## src/sv/ogt_pkg.sv

```systemverilog
// ----------------------------------------------------------------------------
// ogt_pkg
// Shared widths, constants and the CORDIC angle table for the ground track unit.
// ----------------------------------------------------------------------------
package ogt_pkg;

	localparam int CW = 40;
	localparam int ZW = 34;

	localparam logic [29:0] INV_GAIN_Q30 = 30'd652032874;
	localparam logic [31:0] ONE_Q30      = 32'h4000_0000;
	localparam logic [31:0] HALF_TURN    = 32'h8000_0000;

	localparam logic [2:0] REG_ORBIT_RATE    = 3'd0;
	localparam logic [2:0] REG_START_PHASE   = 3'd1;
	localparam logic [2:0] REG_ASCENDING_LON = 3'd2;
	localparam logic [2:0] REG_SIN_INCL      = 3'd3;
	localparam logic [2:0] REG_COS_INCL      = 3'd4;
	localparam logic [2:0] REG_EARTH_RATE    = 3'd5;

	typedef logic signed [CW-1:0] cval_t;
	typedef logic signed [ZW-1:0] zval_t;

	function automatic logic [31:0] atan_step(input int i);
		logic [31:0] a;
		case (i)
			0: a = 32'h20000000;
			1: a = 32'h12E4051E;
			2: a = 32'h09FB385B;
			3: a = 32'h051111D4;
			4: a = 32'h028B0D43;
			5: a = 32'h0145D7E1;
			6: a = 32'h00A2F61E;
			7: a = 32'h00517C55;
			8: a = 32'h0028BE53;
			9: a = 32'h00145F2F;
			10: a = 32'h000A2F98;
			11: a = 32'h000517CC;
			12: a = 32'h00028BE6;
			13: a = 32'h000145F3;
			14: a = 32'h0000A2FA;
			15: a = 32'h0000517D;
			16: a = 32'h000028BE;
			17: a = 32'h0000145F;
			18: a = 32'h00000A30;
			19: a = 32'h00000518;
			20: a = 32'h0000028C;
			21: a = 32'h00000146;
			22: a = 32'h000000A3;
			23: a = 32'h00000051;
			24: a = 32'h00000029;
			25: a = 32'h00000014;
			26: a = 32'h0000000A;
			27: a = 32'h00000005;
			28: a = 32'h00000003;
			29: a = 32'h00000001;
			30: a = 32'h00000001;
			default: a = 32'h00000000;
		endcase
		return a;
	endfunction

endpackage

```

## src/sv/ogt_vec.sv

```systemverilog
// ----------------------------------------------------------------------------
// ogt_vec
// One CORDIC vectoring-mode iteration as a pipeline stage.
// ----------------------------------------------------------------------------
module ogt_vec #(
	parameter int STEP = 0,
	parameter int SW   = 1
) (
	input  logic          clk,
	input  logic          arst_n,
	input  logic          en,
	input  logic          v_in,
	input  ogt_pkg::cval_t x_in,
	input  ogt_pkg::cval_t y_in,
	input  logic [31:0]   z_in,
	input  logic [SW-1:0] side_in,
	output logic          v_out,
	output ogt_pkg::cval_t x_out,
	output ogt_pkg::cval_t y_out,
	output logic [31:0]   z_out,
	output logic [SW-1:0] side_out
);
	import ogt_pkg::*;

	logic          v_s1;
	cval_t         x_s1, y_s1;
	logic [31:0]   z_s1;
	logic [SW-1:0] side_s1;
	logic [31:0]   a;

	assign a = atan_step(STEP);

	always_ff @(posedge clk or negedge arst_n) begin
		if (!arst_n) begin
			v_s1 <= 1'b0;
		end else if (en) begin
			v_s1 <= v_in;
		end
	end

	always_ff @(posedge clk) begin
		if (en) begin
			side_s1 <= side_in;
			if (y_in >= 0) begin
				x_s1 <= x_in + (y_in >>> STEP);
				y_s1 <= y_in - (x_in >>> STEP);
				z_s1 <= z_in + a;
			end else begin
				x_s1 <= x_in - (y_in >>> STEP);
				y_s1 <= y_in + (x_in >>> STEP);
				z_s1 <= z_in - a;
			end
		end
	end

	assign v_out    = v_s1;
	assign x_out    = x_s1;
	assign y_out    = y_s1;
	assign z_out    = z_s1;
	assign side_out = side_s1;

endmodule

```

## config.mk

```make
export PLATFORM = sky130hd
export DESIGN_NAME = ogt_vec
export DESIGN_NICKNAME = d
export VERILOG_FILES = /design/src/sv/ogt_pkg.sv /design/src/sv/ogt_vec.sv
export SDC_FILE = /design/constraint.sdc
export NUM_CORES = 1
export LEC_CHECK = 0
export ABC_AREA = 1
export BUFFER_PORTS_ARGS = -buffer_cell sky130_fd_sc_hd__clkbuf_2
export CORE_MARGIN = 5
export CORE_UTILIZATION = 55
export CTS_CLUSTER_DIAMETER = 80
export DETAILED_ROUTE_END_ITERATION = 12
export PLACE_DENSITY_LB_ADDON = 0.15
export SETUP_SLACK_MARGIN = 0.2
export SLEW_MARGIN = 20
export SYNTH_ARGS = -nofsm -noshare
export SYNTH_HDL_FRONTEND = slang
export SYNTH_SLANG_ARGS = --single-unit
```

## constraint.sdc

```tcl
create_clock -name clk -period 0.87 [get_ports clk]
set_input_delay 0.261 -clock clk [delete_from_list [all_inputs] [get_ports clk]]
set_output_delay 0.261 -clock clk [all_outputs]
set_load 0.01 [all_outputs]
```

==> metrics.txt, run 1 <==
top cells by area, synth edfxtp_1, nand2_1, ha_1, inv_1, nand3_1; top-count cell post-synth nand2_1; Starting Density 0.562; IO Pins 231; gr ovfl total 2487; synthesized area 12800 sq um; H-tree depth 4; Cells after DPL 2777; Cell Rows 55; Root Driver clkbuf_16; synth unique cells 44; FF+latch count, synth 113; CTS Sinks 113; Die Span Y 163 um; Post-synth EDFFs 112; pre-CTS setup slack -1.54 ns; most used flip-flop cell after synthesis edfxtp_1; tool error [ERROR GRT-0232] Routing congestion too high. Check the congestion heatmap in the GUI.; Num CTS Buffers 17; Syn Inst Count 1947; warnings from Yosys 0; outcome stopped before the end; fraction of registers with async set/reset 0.00885; Die W 163 um; failing step 5_1_grt; largest net degree at the start of global routing 44; Post-Syn Nets 2185; Worst EP Category register input; post-synth top area share 0.263; leading area contributor after synthesis edfxtp_1; Worst endpoint, post-GRT repair y_out[29]$_DFFE_PP_/D; CTS Buffer Depth 2; Post-DP HPWL 42400 um; post-synthesis sequential area ratio 0.265; Avg Cell Area, Syn 6.58 sq um; GRT Resource Usage Total 0.986; port bufs 230; routability cong. 1.07; Post-synth top cells nand2_1, inv_1, nand3_1
[kinds of logic after synthesis]
group | after synthesis | synth area share
AOI/OAI and AO/OA | 302 | 0.126
muxes | 3 | 0.00244
adders and majority gates | 121 | 0.121
and+or+nand+nor | 1010 | 0.342
xor gates and xnor gates | 32 | 0.0219
DFF | 113 | 0.265
buffers and inverters | 366 | 0.122
[stage by stage]
step	instance area, sq um	util	hold slack (ns)
floorplan	14000	-	-0.0346
CTS	20200	0.888	0.000753
detailed placement	17800	0.780	0.0410
global placement	17800	0.780	0.0362
[layer usage]
| metal | global-route usage | overflow |
|---|---|---|
| met1 | 0.843 | 31 |
| met5 | 0.430 | 1 |
| met4 | 1.11 | 497 |
| met2 | 1.33 | 1932 |
| met3 | 0.743 | 26 |
[what timing repair did]
| item | 4_1_cts |
|---|---|
| hold endpoints to repair | 1 |
| pin swaps | 95 |
| buffers inserted | 52 |
| hold buffers | 1 |
| setup endpoints to repair | 195 |
| resized for setup | 371 |
==> run 2, diff against run 1 <==
--- a/config.mk
+++ b/config.mk
@@ -8,11 +8,9 @@
 export ABC_AREA = 1
 export BUFFER_PORTS_ARGS = -buffer_cell sky130_fd_sc_hd__clkbuf_2
 export CORE_MARGIN = 5
-export CORE_UTILIZATION = 55
-export CTS_CLUSTER_DIAMETER = 80
+export CORE_UTILIZATION = 40
 export DETAILED_ROUTE_END_ITERATION = 12
 export PLACE_DENSITY_LB_ADDON = 0.15
-export SETUP_SLACK_MARGIN = 0.2
 export SLEW_MARGIN = 20
 export SYNTH_ARGS = -nofsm -noshare
 export SYNTH_HDL_FRONTEND = slang
==> run 2 against run 1 <==
The flow now finishes, with violations (hold timing, setup timing); area after synthesis stayed put; synthesized cell count unchanged.
==> metrics.txt, run 2 <==
Post-synth top cells nand2_1, inv_1, nand3_1; Worst EP arrival 2.03 ns; port bufs 230 (unchanged); worst vdd ir 1.30 mV; Fin Hold WS -0.0000883 ns; Pwr per Cell Area 1260 nW/um^2; TritonCTS clock tree yes; FF+latch count, synth 113 (unchanged); endpoints failing setup 192; Final WS setup -0.967 ns; Die Span Y 189 um (+16%); most used flip-flop cell after synthesis edfxtp_1; leading cell type in the layout, fill and taps excluded buf_4; reg-to-reg slack, setup 0.14 ns; Die W 189 um (+16%); post-route core utilization 0.728; top-count cell post-synth nand2_1; most frequent cells in the layout buf_4, nand2_1, inv_1; RSZ-0062 raised after global routing yes; Largest register FFs 40; CP max FO 7; hold wc startpoint z_in[24]; Cells after DPL 2918 (+5.1%); leading area contributor after synthesis edfxtp_1; H-tree depth 4 (unchanged); WP data required 1.06 ns; vias in the first global route 15700; clock period minus worst slack 1.84 ns; IO Pins 231 (unchanged); Total Power 29000 uW; pre-CTS setup slack -1.55 ns (-0.0154 ns); Worst Tran Pin Value 0.522 ns; synth unique cells 44 (unchanged); Final nets 2889; gr ovfl total 0; routed wire length 58600 um; GRT Resource Usage Total 0.306; Initial DRC Count 1178; Post-DP Area 18200 sq um (+2.6%); worst min path class in -> reg; Worst setup EP type flip-flop; Starting Density 0.406 (-0.156); post-synth top area share 0.263 (unchanged); Worst Reg2Reg Path Length in Cells 1; Post-Syn Nets 2185 (unchanged); warnings from Yosys 0 (unchanged); reg2reg start v_out$_DFFE_PN0P_; total core area 31600 sq um; total iterations of the first detailed-routing run 5; Worst Hold End z_out[24]$_DFFE_PP_; period utilization 2.11; max_slew headroom 0.648; CP bufs+invs 3; outcome finished, violations left; Area Growth Syn to Fin 79.3%; post-synthesis sequential area ratio 0.265 (unchanged); Antenna Cells 0; Via Count 15900; critical path class in -> reg; Reg clk slew, reported paths 0.06 ns; worst reg2reg path endpoint v_out$_DFFE_PN0P_; largest net degree at the start of global routing 48; routability cong. 0.977 (-8.6%); clock latency on the worst-skew pair 0.43 ns; cell mode on critical path nand2_2; wire length per cell 19.1 um; Crit-path slowest cell ha_4; worst path cell trace buf_8, ha_4, buf_12, nor2_4, inv_2, nor2_4, nand2_1, nand3b_1, nand3_4, nand2_2, nand2_2, nand2_2, nand3_2, nand2_2; CTS Buffer Depth 2 (unchanged); post-route ant nets 0; Syn Inst Count 1947 (unchanged); DRC Markers 0; Crit path largest cell delay 0.32 ns; Die ar. 35700 sq um; Root Driver clkbuf_16; failing checks hold timing, setup timing; first-pass GRT wire length 85800 um; Max Clock Skew 0 ns; share of layout cells above drive strength 1 0.550; Finished Cell Area 23000 sq um; Leak 0.0111 uW; vias per std cell 5.18; CTS Sinks 113 (unchanged); top cells by area, synth edfxtp_1, nand2_1, ha_1, inv_1, nand3_1; Fmax 0.544 GHz; Post-synth EDFFs 112 (unchanged); Slew Viols, Final 0; synthesized area 12800 sq um (unchanged); fin cells 3066; Avg Cell Area, Syn 6.58 sq um (unchanged); WHS Path Cells 1; Hold Fails Final Rpt 1; type of origin of the critical path input port; Num CTS Buffers 17 (unchanged); Cell Rows 65 (+18%); Crit path max-delay family simple AND/OR/NAND/NOR gates; fraction of registers with async set/reset 0.00885 (unchanged); Post-DP HPWL 45300 um (+6.8%); initial antenna violation count 0; max-capacitance violation count 0
==> run 2: metal layers <==
| layer | share of wire | up-vias | routed length (um) | track usage |
|---|---|---|---|---|
| met5 | 0 | - | 0 | 0 |
| met4 | 0.028 | 0 | 1620 | 0.0959 |
| met3 | 0.062 | 100 | 3650 | 0.0446 |
| met2 | 0.48 | 596 | 27900 | 0.502 |
| met1 | 0.43 | 7525 | 25500 | 0.419 |
| li1 | - | 7661 | - | - |
==> run 2: layout make-up <==
type                    count  area (sq um)
clock buffers              17           425
multi-input cells        1468         11300
clock inverters            15           109
flip-flops and latches    113          3390
repair buffers            740          5910
inverters                 311          1290
well taps                 402           503
fillers                  2510          8590
==> run 2: what timing repair did <==
| action | 4_1_cts | 5_1_grt |
|---|---|---|
| endpoints found under the setup margin | 194 | 193 |
| pin swaps | 175 | 145 |
| hold endpoints to repair | 29 | 1 |
| hold buffers | 29 | 1 |
| gates cloned | 0 | 0 |
| setup buffers | 45 | 52 |
| gates resized for setup | 498 | 316 |
==> run 2: how the worst max path moves through the flow <==
stage / end / slack (ns) / depth (start not counted) / start
2_1_floorplan: y_out[28]$_DFFE_PP_ / -0.98 / 15 / y_in[0]
3_3_place_gp: y_out[30]$_DFFE_PP_ / -1.55 / 15 / y_in[0]
3_5_place_dp: y_out[30]$_DFFE_PP_ / -1.55 / 15 / y_in[0]
4_1_cts: y_out[28]$_DFFE_PP_ / -0.87 / 15 / x_in[18]
5_1_grt: y_out[29]$_DFFE_PP_ / -1.05 / 14 / y_in[12]
6_report: x_out[29]$_DFFE_PP_ / -0.97 / 14 / y_in[12]
==> run 2: logic make-up after synthesis <==
kind of cell               count (synthesis)  synth area share
adders and majority gates                121             0.121
DFF                                      113             0.265
AOI/OAI and AO/OA                        302             0.126
xor gates and xnor gates                  32            0.0219
muxes                                      3           0.00244
and+or+nand+nor                         1010             0.342
buffers and inverters                    366             0.122
==> run 2: metrics by stage <==
step | TNS (ns) | hold WS [ns]
5_1_grt | -109.58 | -0.000146
6_report | -100.98 | -0.0000883
3_5_place_dp | -123.12 | 0.0377
3_3_place_gp | -121.02 | 0.0363
2_1_floorplan | -64.13 | -0.0346
4_1_cts | -97.41 | 0.000502
==> run 2: power by group <==
group	switching (uW)	internal (uW)
combinational	8590	6730
clock	2920	3640
sequential	231	6880
total	11700	17200
Power figures use the tool's default switching activity.
==> run 3, diff against run 2 <==
--- a/config.mk
+++ b/config.mk
@@ -7,6 +7,7 @@
 export LEC_CHECK = 0
 export ABC_AREA = 1
 export BUFFER_PORTS_ARGS = -buffer_cell sky130_fd_sc_hd__clkbuf_2
+export CORE_ASPECT_RATIO = 2
 export CORE_MARGIN = 5
 export CORE_UTILIZATION = 40
 export DETAILED_ROUTE_END_ITERATION = 12
==> run 3 against run 2 <==
The run ends with setup timing left; worst setup slack improved by 0.041 ns; global-route usage up 4.0 points; routed wire length rose by 11%; flip-flop and latch count did not move; via count grew 4.4%; combinational power rose by 6%; total power up 7.2%; register-to-register slack worse by 0.03 ns; utilization is 2.3 points higher; first-iteration DRC count decreased by 21%; maximum frequency increased by 2.3%.
==> metrics.txt, run 3 (synthesized netlist as in run 2, its figures left out) <==
Starting Density 0.406 (about the same); CTS Sinks 113 (unchanged); port bufs 230 (unchanged); Multi-input gate area 11300 sq um (about the same); Worst Tran Pin Value 0.513 ns (-0.00856 ns); Die ar. 35900 sq um (+0.61%); endpoints failing setup 194 (+1.0%); Area Growth Syn to Fin 84.8%; post-route core utilization 0.750 (+0.0225); vias per std cell 5.26 (+1.5%); post-route ant nets 0 (unchanged); most frequent cells in the layout buf_4, nand2_1, inv_1; total iterations of the first detailed-routing run 6 (+1); failing checks setup timing; share of layout cells above drive strength 1 0.564 (+0.0132); Max Clock Skew 0 ns (unchanged); clock latency on the worst-skew pair 0.45 ns (+0.02 ns); Hold Fails Final Rpt 0 (-1); Filler Cells Inserted 2436 (-2.9%); Pwr per Cell Area 1310 nW/um^2 (+4.0%); Leak 0.0115 uW (+3.3%); period utilization 2.07 (-0.0466); largest net degree at the start of global routing 31 (-35%); FF+latch area 3390 sq um (unchanged); Final WS setup -0.927 ns (+0.0405 ns); WP data required 1.08 ns (+0.02 ns); Reg clk slew, reported paths 0.06 ns (about the same); worst vdd ir 1.51 mV (+17%); DRC Markers 0 (unchanged); routability cong. 1.06 (+8.5%); Initial DRC Count 935 (-21%); setup TNS -100.41 ns (+0.570 ns); Largest register FFs 40 (unchanged); type of origin of the critical path input port; Via Count 16600 (+4.4%); fin cells 3154 (+2.9%); leading cell type in the layout, fill and taps excluded buf_4; H-tree depth 4 (unchanged); outcome finished, violations left; pre-CTS setup slack -1.70 ns (-0.143 ns); Root Driver clkbuf_16; routed wire length 65200 um (+11%); wire length per cell 20.7 um (+8.1%); IO Pins 231 (unchanged); Post-DP HPWL 51700 um (+14%); first-pass GRT wire length 93000 um (+8.5%); Final nets 2956 (+2.3%); Cell Rows 92 (+42%); Antenna Cells 0 (unchanged); critical path class in -> reg; clock period minus worst slack 1.80 ns (-0.0405 ns); total core area 31500 sq um (about the same); GRT Resource Usage Total 0.346 (+0.0401); Num CTS Buffers 17 (unchanged); Die Span Y 263 um (+39%); Worst EP arrival 2.01 ns (-0.02 ns); initial antenna violation count 0 (unchanged); worst min path class in -> reg; Fin Hold WS 0.0586 ns (+0.0587 ns); CTS Buffer Depth 2 (unchanged); gr ovfl total 0 (unchanged); Die W 137 um (-28%); Fmax 0.556 GHz (+2.3%); Slew Viols, Final 0 (unchanged); RSZ-0062 raised after global routing yes; vias in the first global route 17000 (+8.5%); CP max FO 6 (-1); max_slew headroom 0.655 (+0.00709); TritonCTS clock tree yes; max-capacitance violation count 0 (unchanged); Worst setup EP type flip-flop; Cells after DPL 3002 (+2.9%)
run 3: final cells by class:
type | instances | area share
sequential | 113 | 0.143
clock buffer | 17 | 0.0180
inverter | 311 | 0.0568
multi-input combinational | 1468 | 0.479
timing repair buffer | 807 | 0.272
tap | 423 | 0.0224
clock inverter | 15 | 0.00830
run 3: worst paths after layout:
path	slack (ns)	end	cells past startpoint	startpoint
hold / removal	0.06	v_out$_DFFE_PN0P_	2	v_in
max in group asynchronous	0.67	v_out$_DFFE_PN0P_	2	arst_n
setup / recovery	-0.93	y_out[37]$_DFFE_PP_	15	x_in[11]
setup reg to reg	0.11	v_out$_DFFE_PN0P_	1	v_out$_DFFE_PN0P_
hold reg to reg	0.53	v_out$_DFFE_PN0P_	1	v_out$_DFFE_PN0P_
min in group asynchronous	0.12	v_out$_DFFE_PN0P_	2	arst_n
run 3: report_power, final:
part	internal [uW]	leakage [uW]	switching, uW	total (uW)
sequential	6870	0.00111	218	7090
clock	4590	0.000302	3150	7740
combinational	7130	0.0101	9110	16200
total	18600	0.0115	12500	31100
run 3: repair_timing:
item	4_1_cts	5_1_grt
setup buffers	49	51
setup endpoints to repair	194	194
pin swaps	185	202
gates cloned	1	0
hold endpoints to repair	31	0
gates resized for setup	528	355
hold buffers	31	0
run 3: worst max-delay path: stages:
cell      delay [ns]
clkbuf_8        0.11
inv_2           0.04
ha_4            0.30
buf_6           0.14
nor2_4          0.17
inv_2           0.08
nor2_4          0.13
nand2_1         0.05
nand3b_1        0.22
nand3_4         0.18
nand2_4         0.07
nand2_2         0.07
nand2_2         0.06
nand3_2         0.06
nand2_1         0.05
run 3: routing by layer:
| metal | vias up | part of all wire | track usage | routed length (um) |
|---|---|---|---|---|
| met5 | - | 0 | 0 | 0 |
| met4 | 0 | 0.11 | 0.311 | 7490 |
| met3 | 307 | 0.039 | 0.0405 | 2550 |
| met2 | 662 | 0.54 | 0.654 | 35300 |
| met1 | 7819 | 0.30 | 0.307 | 19900 |
| li1 | 7788 | - | - | - |
run 3: stage by stage:
step	instance area (sq um)	power (uW)
global route	23700	32300
detailed placement	18700	19600
floorplan	14000	13500
finish	23700	31100
CTS	22000	29500
global placement	18700	19400
