<file path="src/sv/ogt_pkg.sv">
// ----------------------------------------------------------------------------
// ogt_pkg
// Shared widths, constants and the CORDIC angle table for the ground track unit.
// ----------------------------------------------------------------------------
package ogt_pkg;

	localparam int CW = 40;
	localparam int ZW = 34;

	localparam logic [29:0] INV_GAIN_Q30 = 30'd652032874;
	localparam logic [31:0] ONE_Q30      = 32'h4000_0000;
	localparam logic [31:0] HALF_TURN    = 32'h8000_0000;

	localparam logic [2:0] REG_ORBIT_RATE    = 3'd0;
	localparam logic [2:0] REG_START_PHASE   = 3'd1;
	localparam logic [2:0] REG_ASCENDING_LON = 3'd2;
	localparam logic [2:0] REG_SIN_INCL      = 3'd3;
	localparam logic [2:0] REG_COS_INCL      = 3'd4;
	localparam logic [2:0] REG_EARTH_RATE    = 3'd5;

	typedef logic signed [CW-1:0] cval_t;
	typedef logic signed [ZW-1:0] zval_t;

	function automatic logic [31:0] atan_step(input int i);
		logic [31:0] a;
		case (i)
			0: a = 32'h20000000;
			1: a = 32'h12E4051E;
			2: a = 32'h09FB385B;
			3: a = 32'h051111D4;
			4: a = 32'h028B0D43;
			5: a = 32'h0145D7E1;
			6: a = 32'h00A2F61E;
			7: a = 32'h00517C55;
			8: a = 32'h0028BE53;
			9: a = 32'h00145F2F;
			10: a = 32'h000A2F98;
			11: a = 32'h000517CC;
			12: a = 32'h00028BE6;
			13: a = 32'h000145F3;
			14: a = 32'h0000A2FA;
			15: a = 32'h0000517D;
			16: a = 32'h000028BE;
			17: a = 32'h0000145F;
			18: a = 32'h00000A30;
			19: a = 32'h00000518;
			20: a = 32'h0000028C;
			21: a = 32'h00000146;
			22: a = 32'h000000A3;
			23: a = 32'h00000051;
			24: a = 32'h00000029;
			25: a = 32'h00000014;
			26: a = 32'h0000000A;
			27: a = 32'h00000005;
			28: a = 32'h00000003;
			29: a = 32'h00000001;
			30: a = 32'h00000001;
			default: a = 32'h00000000;
		endcase
		return a;
	endfunction

endpackage

</file>
<file path="src/sv/ogt_rot.sv">
// ----------------------------------------------------------------------------
// ogt_rot
// One CORDIC rotation-mode iteration as a pipeline stage.
// ----------------------------------------------------------------------------
module ogt_rot #(
	parameter int STEP = 0,
	parameter int SW   = 1
) (
	input  logic          clk,
	input  logic          arst_n,
	input  logic          en,
	input  logic          v_in,
	input  ogt_pkg::cval_t x_in,
	input  ogt_pkg::cval_t y_in,
	input  ogt_pkg::zval_t z_in,
	input  logic [SW-1:0] side_in,
	output logic          v_out,
	output ogt_pkg::cval_t x_out,
	output ogt_pkg::cval_t y_out,
	output ogt_pkg::zval_t z_out,
	output logic [SW-1:0] side_out
);
	import ogt_pkg::*;

	logic          v_s1;
	cval_t         x_s1, y_s1;
	zval_t         z_s1;
	logic [SW-1:0] side_s1;
	zval_t         a;

	assign a = zval_t'({{(ZW-32){1'b0}}, atan_step(STEP)});

	always_ff @(posedge clk or negedge arst_n) begin
		if (!arst_n) begin
			v_s1 <= 1'b0;
		end else if (en) begin
			v_s1 <= v_in;
		end
	end

	always_ff @(posedge clk) begin
		if (en) begin
			side_s1 <= side_in;
			if (z_in >= 0) begin
				x_s1 <= x_in - (y_in >>> STEP);
				y_s1 <= y_in + (x_in >>> STEP);
				z_s1 <= z_in - a;
			end else begin
				x_s1 <= x_in + (y_in >>> STEP);
				y_s1 <= y_in - (x_in >>> STEP);
				z_s1 <= z_in + a;
			end
		end
	end

	assign v_out    = v_s1;
	assign x_out    = x_s1;
	assign y_out    = y_s1;
	assign z_out    = z_s1;
	assign side_out = side_s1;

endmodule

</file>
<file path="config.mk">
export PLATFORM = sky130hd
export DESIGN_NAME = ogt_rot
export DESIGN_NICKNAME = d
export VERILOG_FILES = /design/src/sv/ogt_pkg.sv /design/src/sv/ogt_rot.sv
export SDC_FILE = /design/constraint.sdc
export NUM_CORES = 1
export LEC_CHECK = 0
export BUFFER_PORTS_ARGS = -buffer_cell sky130_fd_sc_hd__buf_4
export CAP_MARGIN = 20
export CELL_PAD_IN_SITES_DETAIL_PLACEMENT = 1
export CELL_PAD_IN_SITES_GLOBAL_PLACEMENT = 1
export CORE_ASPECT_RATIO = 0.9
export CORE_MARGIN = 3
export CORE_UTILIZATION = 45
export DETAILED_ROUTE_END_ITERATION = 10
export GPL_TIMING_DRIVEN = 0
export PLACE_DENSITY = 0.91
export SLEW_MARGIN = 25
export SYNTH_ARGS = -nofsm -noshare
export SYNTH_HDL_FRONTEND = slang
export SYNTH_SLANG_ARGS = --single-unit
export TNS_END_PERCENT = 20
</file>
<file path="constraint.sdc">
create_clock -name clk -period 2.7 [get_ports clk]
set_clock_uncertainty 0.2 [all_clocks]
set_input_delay 0.81 -clock clk [delete_from_list [all_inputs] [get_ports clk]]
set_output_delay 0.81 -clock clk [all_outputs]
set_load 0.01 [all_outputs]
</file>
==> summary.md, run 1 <==
| Metric | Value |
|---|---|
| Largest net degree at the start of global routing | between 100 and 150 |
| CP endpoint kind | flip-flop |
| NetSw | 3.76 mW |
| Post-layout minimum cycle time | just under 4 ns |
| Initial DRC count | 1788 |
| Gpl congestion | about 0.97 |
| Crit path max fanout | 4 |
| Clock sink count | approximately 120 |
| Sw Share | 0.408 |
| Initial Util | 0.463 |
| Critical Path AT | 3.95 ns |
| Clock Path Buffers | 2 |
| Syn_nets | approximately 1500 |
| Yosys synthesis warning count | 0 |
| Max VDD drop | 0.000320 V |
| CP Cell Sequence | buf_12, buf_4, ha_1, nor2_1, a221o_1, a31oi_4, o21ai_1, nand4_1, a311oi_2, buf_4, a21oi_2, xnor2_2 |
| Commonest non-fill, non-tap cell in the layout | buf_4 |
| PD cells | 550 nW/µm² |
| CTS clk-pin slew, worst paths | 0.07 ns |
| DP HPWL | 37.9 mm |
| Drt drc | 0 |
| WP data required | around 2.7 ns |
| Final setup fails | 78 |
| Leak | 6.94 nW |
| CTS Buf Count | 17 |
| Mean post-synth cell area | 8.81 µm² |
| Ant. Diodes | 0 |
| Via density | 7.09 |
| Slowest cell on crit path | o21ai_1 |
| I/O pin cnt | 235 |
| Aggregate global routing overflow | 0 |
| Register area share after synthesis | 0.304 |
| Core ar. | 24500 µm² |
| Max-cap viol count | 0 |
| Die area | roughly 27000 µm² |
| Final Hold Viols | 0 |
| Slew margin rel. | 0.322 |
| Logic gate share of total power | 0.438 |
| Most used DFF post-synth | edfxtp_1 |
| Nets | 1857 |
| Status | finished, violations left |
| Asr flop ratio synth | 0.00870 |
| Most frequent cells in the layout | buf_4, edfxtp_1, a21oi_1 |
| CTS H-tree lvls | 4 |
| FF+latch count, synth | 115 |
| Drt wl/cell | 33.8 µm |
| P_int | between 5 and 6 mW |
| RSZ-0062 raised after global routing | yes |
| Post-synth EDFFs | 114 |
| Failing checks | setup timing |
| Global Route Usage Sum | 0.395 |
| 1st-pass router iterations | 8 |
| Fmax | 256 MHz |
| Row count | 54 |
| Port bufs | ~230 |
| Period utilization | 1.45 |
| Global-route wire length before repair | between 80 and 90 mm |
| Worst-Margin Slew | 1.02 ns |
| Sequential share of power | 0.263 |
| Post-DP Area | 14200 µm² |
| Synth Cell Area | 11400 µm² |
| Initial antenna violation count | 1 |
| Via count | 13800 |
| CP peak stage delay | 0.56 ns |
| Vert. Die Dim | ~160 µm |
| Clk_lat worst skew | roughly 0.47 ns |
| Root Driver | clkbuf_16 |
| Most frequent CP cell | buf_4 |
| Library cells used by synthesis | 96 |
| Ratio of cells with drive above 1 in the final layout | 0.412 |
| Area Growth Syn to Fin | 47.9% |
| CTS tree | built |
| WL final | ~66 mm |
| Vias in the first global route | 13300 |
| Clock share of power | 0.298 |
| Remaining antenna violation count | 0 |
| Pre-CTS setup slack | -1.65 ns |
| CP startpoint kind | primary input |
| Class of the worst hold path | in -> reg |
| Final instance area | 16800 µm² |
| Cell count after synthesis | approximately 1300 |
| Die X | ~170 µm |
| Final worst setup slack | -1.20 ns |
| WS Path Type | in -> reg |
| Slew Limit Fails | 0 |
-- cells by family (layout without fill, tap and decap cells) --
kind of cell	after synthesis	in the layout	share of synthesized area
adder cells (fa/ha/maj)	136	136	0.153
AO/OA/AOI/OAI	427	427	0.246
AND/OR/NAND/NOR	334	334	0.152
flip-flops	115	115	0.304
multiplexers	18	18	0.0160
buffers and inverters	178	505	0.0671
XOR/XNOR	80	80	0.0624
-- final timing paths --
kind | from | end | slack [ns] | cells past startpoint
min | side_in | side_out$_DFFE_PP_ | 0.32 | 1
max | x_in[9] | y_out[33]$_DFFE_PP_ | -1.20 | 12
max reg2reg | v_out$_DFFE_PN0P_ | v_out$_DFFE_PN0P_ | 1.72 | 1
max in group asynchronous | arst_n | v_out$_DFFE_PN0P_ | 1.76 | 2
min in group asynchronous | arst_n | v_out$_DFFE_PN0P_ | 0.46 | 2
min reg2reg | v_out$_DFFE_PN0P_ | v_out$_DFFE_PN0P_ | 0.36 | 1
-- sequential cells by signal, summed over array words and instances (netlist names) --
name / cells
v_out: 1
y_out: 39
side_out: 1
x_out: 40
z_out: 34
-- worst max-delay path: cells and delay by family --
family	cells	cell delay [ns]
xor gates and xnor gates	1	0.34
adders and majority gates	1	0.26
AOI/OAI and AO/OA	5	1.51
and+or+nand+nor	2	0.57
buffers and inverters	3	0.43
-- power by group through the flow --
stage	registers (mW)	logic [mW]	clock network, mW
2_1_floorplan	2.56	1.61	0
3_3_place_gp	2.42	2.94	0
3_5_place_dp	2.44	3.03	0
4_1_cts	2.41	3.41	2.64
5_1_grt	2.45	4.14	2.80
6_report	2.43	4.04	2.75
-- Yosys cell counts (4+ instances only) --
cell | n | area share
a21oi_1 | 156 | 0.069
ha_1 | 132 | 0.15
inv_1 | 118 | 0.039
edfxtp_1 | 114 | 0.30
nor2_1 | 100 | 0.033
o21ai_0 | 73 | 0.032
xnor2_1 | 70 | 0.054
nand2_1 | 69 | 0.023
a21o_1 | 30 | 0.020
nor3_1 | 25 | 0.011
o21bai_1 | 25 | 0.017
nor4_1 | 23 | 0.013
nand4_1 | 22 | 0.012
buf_2 | 20 | 0.0088
nand3_1 | 19 | 0.0084
clkbuf_1 | 18 | 0.0060
o21a_1 | 18 | 0.012
mux2i_1 | 17 | 0.015
o31ai_1 | 13 | 0.0086
a211oi_1 | 11 | 0.0073
a31oi_1 | 11 | 0.0061
nor2b_1 | 10 | 0.0055
o21ai_1 | 9 | 0.0040
or3_1 | 9 | 0.0050
xor2_1 | 9 | 0.0069
buf_1 | 8 | 0.0026
a21oi_2 | 7 | 0.0054
buf_6 | 7 | 0.0069
o211ai_1 | 7 | 0.0046
and2_1 | 6 | 0.0033
and3_1 | 6 | 0.0033
and4_1 | 6 | 0.0046
nand2b_1 | 6 | 0.0033
o22ai_1 | 6 | 0.0033
or2_2 | 6 | 0.0033
nand3b_1 | 5 | 0.0033
buf_4 | 4 | 0.0026
fa_1 | 4 | 0.0071
o221ai_1 | 4 | 0.0031
-- cell type report --
type	count	area (µm²)
clock inverter	15	220
timing repair buffer	295	2350
inverter	120	518
buffer	58	503
tap	336	420
fill	2646	7740
clock buffer	17	425
multi-input combinational	995	8900
sequential	115	3450
-- routing by layer --
layer | part of all wire | track usage | up-vias
met5 | 0.00026 | 0 | -
met4 | 0.10 | 0.202 | 2
met3 | 0.12 | 0.0919 | 611
met2 | 0.44 | 0.675 | 1396
met1 | 0.33 | 0.468 | 6522
li1 | - | - | 5302
-- repair_timing --
item	in CTS	in global routing
hold buffers	1	0
buffers inserted	32	29
hold endpoints to repair	1	0
pin swaps	71	53
endpoints found under the setup margin	79	80
resized for setup	209	132
-- per-stage QoR --
| step | cells | setup TNS (ns) | total power [mW] | utilization | hold slack [ns] |
|---|---|---|---|---|---|
| floorplan | 1288 | -20.98 | 4.16 | - | 0.314 |
| global placement | 1858 | -82.85 | 5.36 | 0.577 | 0.294 |
| finish | 1951 | -38.71 | 9.23 | 0.684 | 0.315 |
| detailed placement | 1858 | -85.00 | 5.47 | 0.578 | 0.361 |
| global route | 1951 | -40.23 | 9.39 | 0.684 | 0.308 |
| CTS | 1923 | -23.04 | 8.46 | 0.653 | 0.337 |
Power figures use the tool's default switching activity.
==> run 2: changes to the inputs <==
--- a/config.mk
+++ b/config.mk
@@ -11,10 +11,10 @@
 export CELL_PAD_IN_SITES_GLOBAL_PLACEMENT = 1
 export CORE_ASPECT_RATIO = 0.9
 export CORE_MARGIN = 3
-export CORE_UTILIZATION = 45
+export CORE_UTILIZATION = 43
 export DETAILED_ROUTE_END_ITERATION = 10
 export GPL_TIMING_DRIVEN = 0
-export PLACE_DENSITY = 0.91
+export PLACE_DENSITY = 0.88
 export SLEW_MARGIN = 25
 export SYNTH_ARGS = -nofsm -noshare
 export SYNTH_HDL_FRONTEND = slang
==> constraint.sdc (replaced) <==
create_clock -name clk -period 3.6 [get_ports clk]
set_clock_uncertainty 0.2 [all_clocks]
set_input_delay 1.08 -clock clk [delete_from_list [all_inputs] [get_ports clk]]
set_output_delay 1.08 -clock clk [all_outputs]
set_load 0.01 [all_outputs]
==> run 2 against run 1 <==
The run still ends with setup timing left. Global-route usage is 6.1 points lower. Final cell count grew 0.51%. Register-to-register slack gained 0.94 ns. Worst setup slack improved by 1.1 ns. Routed wire length is 22% lower. Count of clock-buffer cells in the layout up 1. Sequential share of layout area increased by 1.2 points. Largest cell class unchanged.
==> summary.md, run 2 (same netlist as run 1, synthesis figures left out) <==
| Metric | Value |
|---|---|
| Status | finished, violations left |
| Failing checks | setup timing |
| WS Path Type | in -> reg |
| Vert. Die Dim | 160 µm |
| Global Route Usage Sum | 0.334 |
| DP HPWL | about 37 mm |
| Critical path buffer and inverter count | 5 |
| CP peak stage delay | 0.31 ns |
| Final worst setup slack | -0.103 ns |
| Root Driver | clkbuf_16 |
| I/O pin cnt | about 240 |
| Critical Path AT | 3.68 ns |
| Initial DRC count | 1305 |
| Final setup fails | 30 |
| Leak | 6.70 nW |
| Fin cells | 1961 |
| 1st-pass router iterations | 5 |
| Largest net degree at the start of global routing | 116 |
| Row count | 55 |
| CTS tree | built |
| Aggregate global routing overflow | 0 |
| Period utilization | 1.03 |
| Final TNS setup | -1.36 ns |
| Nets | between 1500 and 2000 |
| CP startpoint kind | primary input |
| WP data required | ~3.6 ns |
| RSZ-0062 raised after global routing | yes |
| Pre-CTS setup slack | -1.19 ns |
| Max-cap viol count | 0 |
| Clock sink count | roughly 120 |
| Slew margin rel. | 0.230 |
| CTS clk-pin slew, worst paths | 0.07 ns |
| Final instance area | 15900 µm² |
| Clk_lat worst skew | 0.44 ns |
| Core ar. | approximately 26000 µm² |
| CTS Buf Count | 17 |
| CP endpoint kind | flip-flop |
| Placed Cells | 1864 |
| Die X | around 180 µm |
| Post-DP Area | 13500 µm² |
| Fill cells | 2930 |
| Via density | 6.32 |
| Class of the worst hold path | in -> async |
| Max VDD drop | 0.000243 V |
| Drt drc | 0 |
| Clock Path Buffers | 2 |
| Initial antenna violation count | 1 |
| Post-layout minimum cycle time | 3.70 ns |
| WL final | 51.8 mm |
| Crit path max fanout | 12 |
| Largest register FFs | 40 |
| Fin util | 0.622 |
| Global-route wire length before repair | 73.6 mm |
| Fmax | 270 MHz |
| Area Growth Syn to Fin | 40.0% |
| Port bufs | 234 |
| Die area | 28400 µm² |
| Ant. Diodes | 0 |
| Top Family by Delay on Critical Path | simple AND/OR/NAND/NOR gates |
| Final Hold Viols | 0 |
| Slowest cell on crit path | ha_1 |
| Via count | 12400 |
| Most frequent cells in the layout | buf_4, a21oi_1, edfxtp_1 |
| Initial Util | 0.445 |
| Slew Limit Fails | 0 |
| Ratio of cells with drive above 1 in the final layout | 0.361 |
| CTS H-tree lvls | 4 |
| PD cells | 391 nW/µm² |
| Vias in the first global route | about 12000 |
| Power Total | 6.21 mW |
| Remaining antenna violation count | 0 |
| Gpl congestion | 0.999 |
| Drt wl/cell | approximately 26 µm |
| CP Cell Sequence | buf_4, inv_1, ha_4, nor4b_2, nand4_1, nor3_4, nor2_4, inv_4, buf_12, buf_8, ha_1, a21oi_2, nor2_1, nor2_2, xnor2_2 |
| Commonest non-fill, non-tap cell in the layout | buf_4 |
| Worst-Margin Slew | 1.16 ns |
| Fin Hold WS | 0.198 ns |
-- run 2: changes by cell type in the layout (fill, tap and decap cells not counted), sizes merged --
cell | previous run | this run
bufinv | 4 | 1
clkbuf | 33 | 44
clkinvlp | 2 | 6
dlygate4sd3 | 1 | 0
inv | 123 | 121
buf | 336 | 331
-- run 2: power by group --
part	internal, mW	switching [mW]	total [mW]
logic	1.07	1.55	2.62
registers	1.73	0.0663	1.80
clock network	0.992	0.800	1.79
total	3.79	2.42	6.21
-- run 2: per-layer routing --
layer  global-route usage  share of wire
met2                0.564           0.47
met4                0.117          0.048
met1                0.422           0.39
met3               0.0692          0.091
met5                    0        0.00029
-- run 2: worst paths after layout --
kind	from	to	slack, ns	depth (start not counted)
hold reg to reg	v_out$_DFFE_PN0P_	v_out$_DFFE_PN0P_	0.31	1
setup / recovery	z_in[32]	z_out[33]$_DFFE_PP_	-0.10	15
max in group asynchronous	arst_n	v_out$_DFFE_PN0P_	2.92	1
min in group clk	v_out$_DFFE_PN0P_	v_out$_DFFE_PN0P_	0.31	1
hold / removal	arst_n	v_out$_DFFE_PN0P_	0.20	1
setup reg to reg	v_out$_DFFE_PN0P_	v_out$_DFFE_PN0P_	2.66	1
-- run 2: repair_timing --
action / in CTS / in global routing
hold buffers: 0 / 0
pin swaps: 43 / 58
endpoints found under the hold margin: 0 / 0
cloned: 0 / 0
resized for setup: 151 / 144
buffers inserted: 28 / 38
setup endpoints to repair: 81 / 54
-- run 2: layout make-up --
type | instances | area [µm²] | share of cell area
Timing Repair Buffer | 299 | 2300 | 0.145
Buffer | 58 | 423 | 0.0266
Clock buffer | 18 | 439 | 0.0276
Sequential cell | 115 | 3450 | 0.217
Tap cell | 342 | 428 | 0.0269
Inverter | 120 | 473 | 0.0298
Clock inverter | 14 | 146 | 0.00921
Multi-Input combinational cell | 995 | 8230 | 0.518
==> run 3: changes to the inputs <==
--- a/config.mk
+++ b/config.mk
@@ -10,10 +10,10 @@
 export CELL_PAD_IN_SITES_DETAIL_PLACEMENT = 1
 export CELL_PAD_IN_SITES_GLOBAL_PLACEMENT = 1
 export CORE_ASPECT_RATIO = 0.9
-export CORE_MARGIN = 3
 export CORE_UTILIZATION = 43
 export DETAILED_ROUTE_END_ITERATION = 10
 export GPL_TIMING_DRIVEN = 0
+export MAX_ROUTING_LAYER = met4
 export PLACE_DENSITY = 0.88
 export SLEW_MARGIN = 25
 export SYNTH_ARGS = -nofsm -noshare
==> run 3 against run 2 <==
The run still ends with setup timing left. Worst hold slack worse by 0.0036 ns. Routed wire length is 2.6% higher. Count of clock-buffer cells in the layout down 1. Register-to-register slack barely moved. Clock power is 4% higher. Via count hardly changed. Global-route usage grew 4.0 points. Critical path type unchanged. Highest routed layer is now met4.
==> summary.md, run 3 (same netlist as run 1, synthesis figures left out) <==
| Metric | Value |
|---|---|
| Status | finished, violations left |
| Failing checks | setup timing |
| Critical Path AT | 3.69 ns |
| Clock Path Buffers | 2 |
| Vias in the first global route | 12400 |
| Fin Hold WS | 0.195 ns |
| CTS tree | built |
| Initial DRC count | 1236 |
| Max VDD drop | 0.000338 V |
| Final setup fails | 27 |
| Leak | 6.70 nW |
| Global Route Usage Sum | 0.374 |
| Largest register FFs | 40 |
| Slew Limit Fails | 0 |
| PD cells | 398 nW/µm² |
| Via count | approximately 12000 |
| Die X | between 150 and 200 µm |
| Largest net degree at the start of global routing | about 120 |
| Global-route wire length before repair | 74.7 mm |
| Fmax | 270 MHz |
| Clock sink count | 115 |
| Final instance area | 16000 µm² |
| Slowest cell on crit path | o31ai_2 |
| Area Growth Syn to Fin | 40.6% |
| CTS H-tree lvls | 4 |
| Via density | 6.34 |
| Class of the worst hold path | in -> async |
| CP Cell Sequence | buf_4, inv_1, ha_4, nor4_4, buf_4, buf_4, nor3_1, a31oi_1, o21ai_4, buf_4, nor4_2, nor3_2, o31ai_2, mux2i_1, xnor2_1 |
| Core ar. | 26000 µm² |
| Reg-to-reg startpoint | v_out$_DFFE_PN0P_ |
| Max-cap viol count | 0 |
| Gpl congestion | 0.964 |
| Top Family by Delay on Critical Path | compound AO/OA/AOI/OAI gates |
| Critical path buffer and inverter count | 5 |
| Met2 Use GR | 0.619 |
| RR Endpoint | v_out$_DFFE_PN0P_ |
| Worst R2R Setup Slack | 2.65 ns |
| Port bufs | approximately 230 |
| CP endpoint kind | flip-flop |
| Met1 Use GR | 0.441 |
| WL final | between 50 and 60 mm |
| RSZ-0062 raised after global routing | yes |
| Post-layout minimum cycle time | 3.70 ns |
| Most frequent CP cell | buf_4 |
| Clk_lat worst skew | approximately 0.44 ns |
| Fill cells | 2899 |
| Commonest non-fill, non-tap cell in the layout | buf_4 |
| Worst-Margin Slew | ~1.2 ns |
| Hold Buf Count CTS | 0 |
| R2r worst-path depth | 1 |
| WS Path Type | in -> reg |
| Most frequent cells in the layout | buf_4, a21oi_1, edfxtp_1 |
| CTS Buf Count | 17 |
| Row count | 56 |
| Slew margin rel. | 0.179 |
| Crit path max fanout | 7 |
| Die area | ~27000 µm² |
| CP startpoint kind | primary input |
| Remaining antenna violation count | 0 |
| Power Total | 6.35 mW |
| WP data required | about 3.6 ns |
| Initial Util | 0.437 |
| Final worst setup slack | -0.102 ns |
| Ratio of cells with drive above 1 in the final layout | 0.366 |
| Grt peak-use layer | met2 |
| Nets | 1847 |
| Drt wl/cell | 27.2 µm |
| Met3 Usage GRT | 0.0655 |
| Initial antenna violation count | 0 |
| CP peak stage delay | about 0.36 ns |
| Post-DP Area | ~14000 µm² |
| Fin cells | 1954 |
| DP HPWL | 36.2 mm |
| Drt drc | 0 |
| 1st-pass router iterations | 5 |
| Aggregate global routing overflow | 0 |
| Final TNS setup | -1.27 ns |
| I/O pin cnt | 235 |
| Period utilization | 1.03 |
| Placed Cells | 1870 |
| Final Hold Viols | 0 |
| CTS clk-pin slew, worst paths | 0.07 ns |
| Vert. Die Dim | between 150 and 200 µm |
| Root Driver | clkbuf_16 |
## run 3: changes by cell type in the layout (fill, tap and decap cells not counted), sizes merged
| cell | previous run | this run |
|---|---|---|
| clkinv | 6 | 4 |
| bufinv | 1 | 2 |
| inv | 121 | 126 |
| buf | 331 | 319 |
| clkbuf | 44 | 41 |
| diode | 0 | 1 |
| clkinvlp | 6 | 3 |
## run 3: what timing repair did
| item | 4_1_cts | 5_1_grt |
|---|---|---|
| pin swaps | 47 | 66 |
| setup endpoints to repair | 75 | 52 |
| hold endpoints to repair | 0 | 0 |
| gates cloned | 0 | 2 |
| setup buffers | 27 | 22 |
| gates resized for setup | 173 | 143 |
## run 3: metrics by stage
stage,setup WS [ns],util
2_1_floorplan,-0.0139,-
3_3_place_gp,-1.21,0.521
3_5_place_dp,-1.27,0.521
4_1_cts,-0.0378,0.583
5_1_grt,-0.222,0.614
6_report,-0.102,0.614
## run 3: metal layers
metal,up-vias,share of wire
met1,6014,0.38
met2,851,0.47
li1,5278,-
met3,250,0.089
met5,-,0
met4,0,0.059
## run 3: final cells by class
type / instances / area, µm² / share of cell area
inverters: 120 / 470 / 0.0295
repair buffers: 285 / 2200 / 0.138
clock inverters: 15 / 165 / 0.0103
multi-input cells: 995 / 8380 / 0.525
well taps: 348 / 435 / 0.0273
clock buffers: 17 / 425 / 0.0267
plain buffers: 58 / 427 / 0.0267
flip-flops and latches: 115 / 3450 / 0.216
diodes: 1 / 2.50 / 0.000157
## run 3: worst max-delay path by stage
stage | startpoint | to | slack (ns) | cells past startpoint
detailed placement | x_in[0] | y_out[34]$_DFFE_PP_ | -1.27 | 12
CTS | y_in[9] | x_out[25]$_DFFE_PP_ | -0.04 | 13
global placement | x_in[0] | y_out[34]$_DFFE_PP_ | -1.21 | 12
finish | x_in[8] | x_out[38]$_DFFE_PP_ | -0.10 | 15
global route | x_in[8] | x_out[38]$_DFFE_PP_ | -0.22 | 15
floorplan | x_in[10] | x_out[25]$_DFFE_PP_ | -0.01 | 11
## run 3: power breakdown
| part | internal [mW] | switching [mW] |
|---|---|---|
| clock | 1.04 | 0.831 |
| combinational | 1.08 | 1.59 |
| sequential | 1.74 | 0.0780 |
| total | 3.85 | 2.50 |
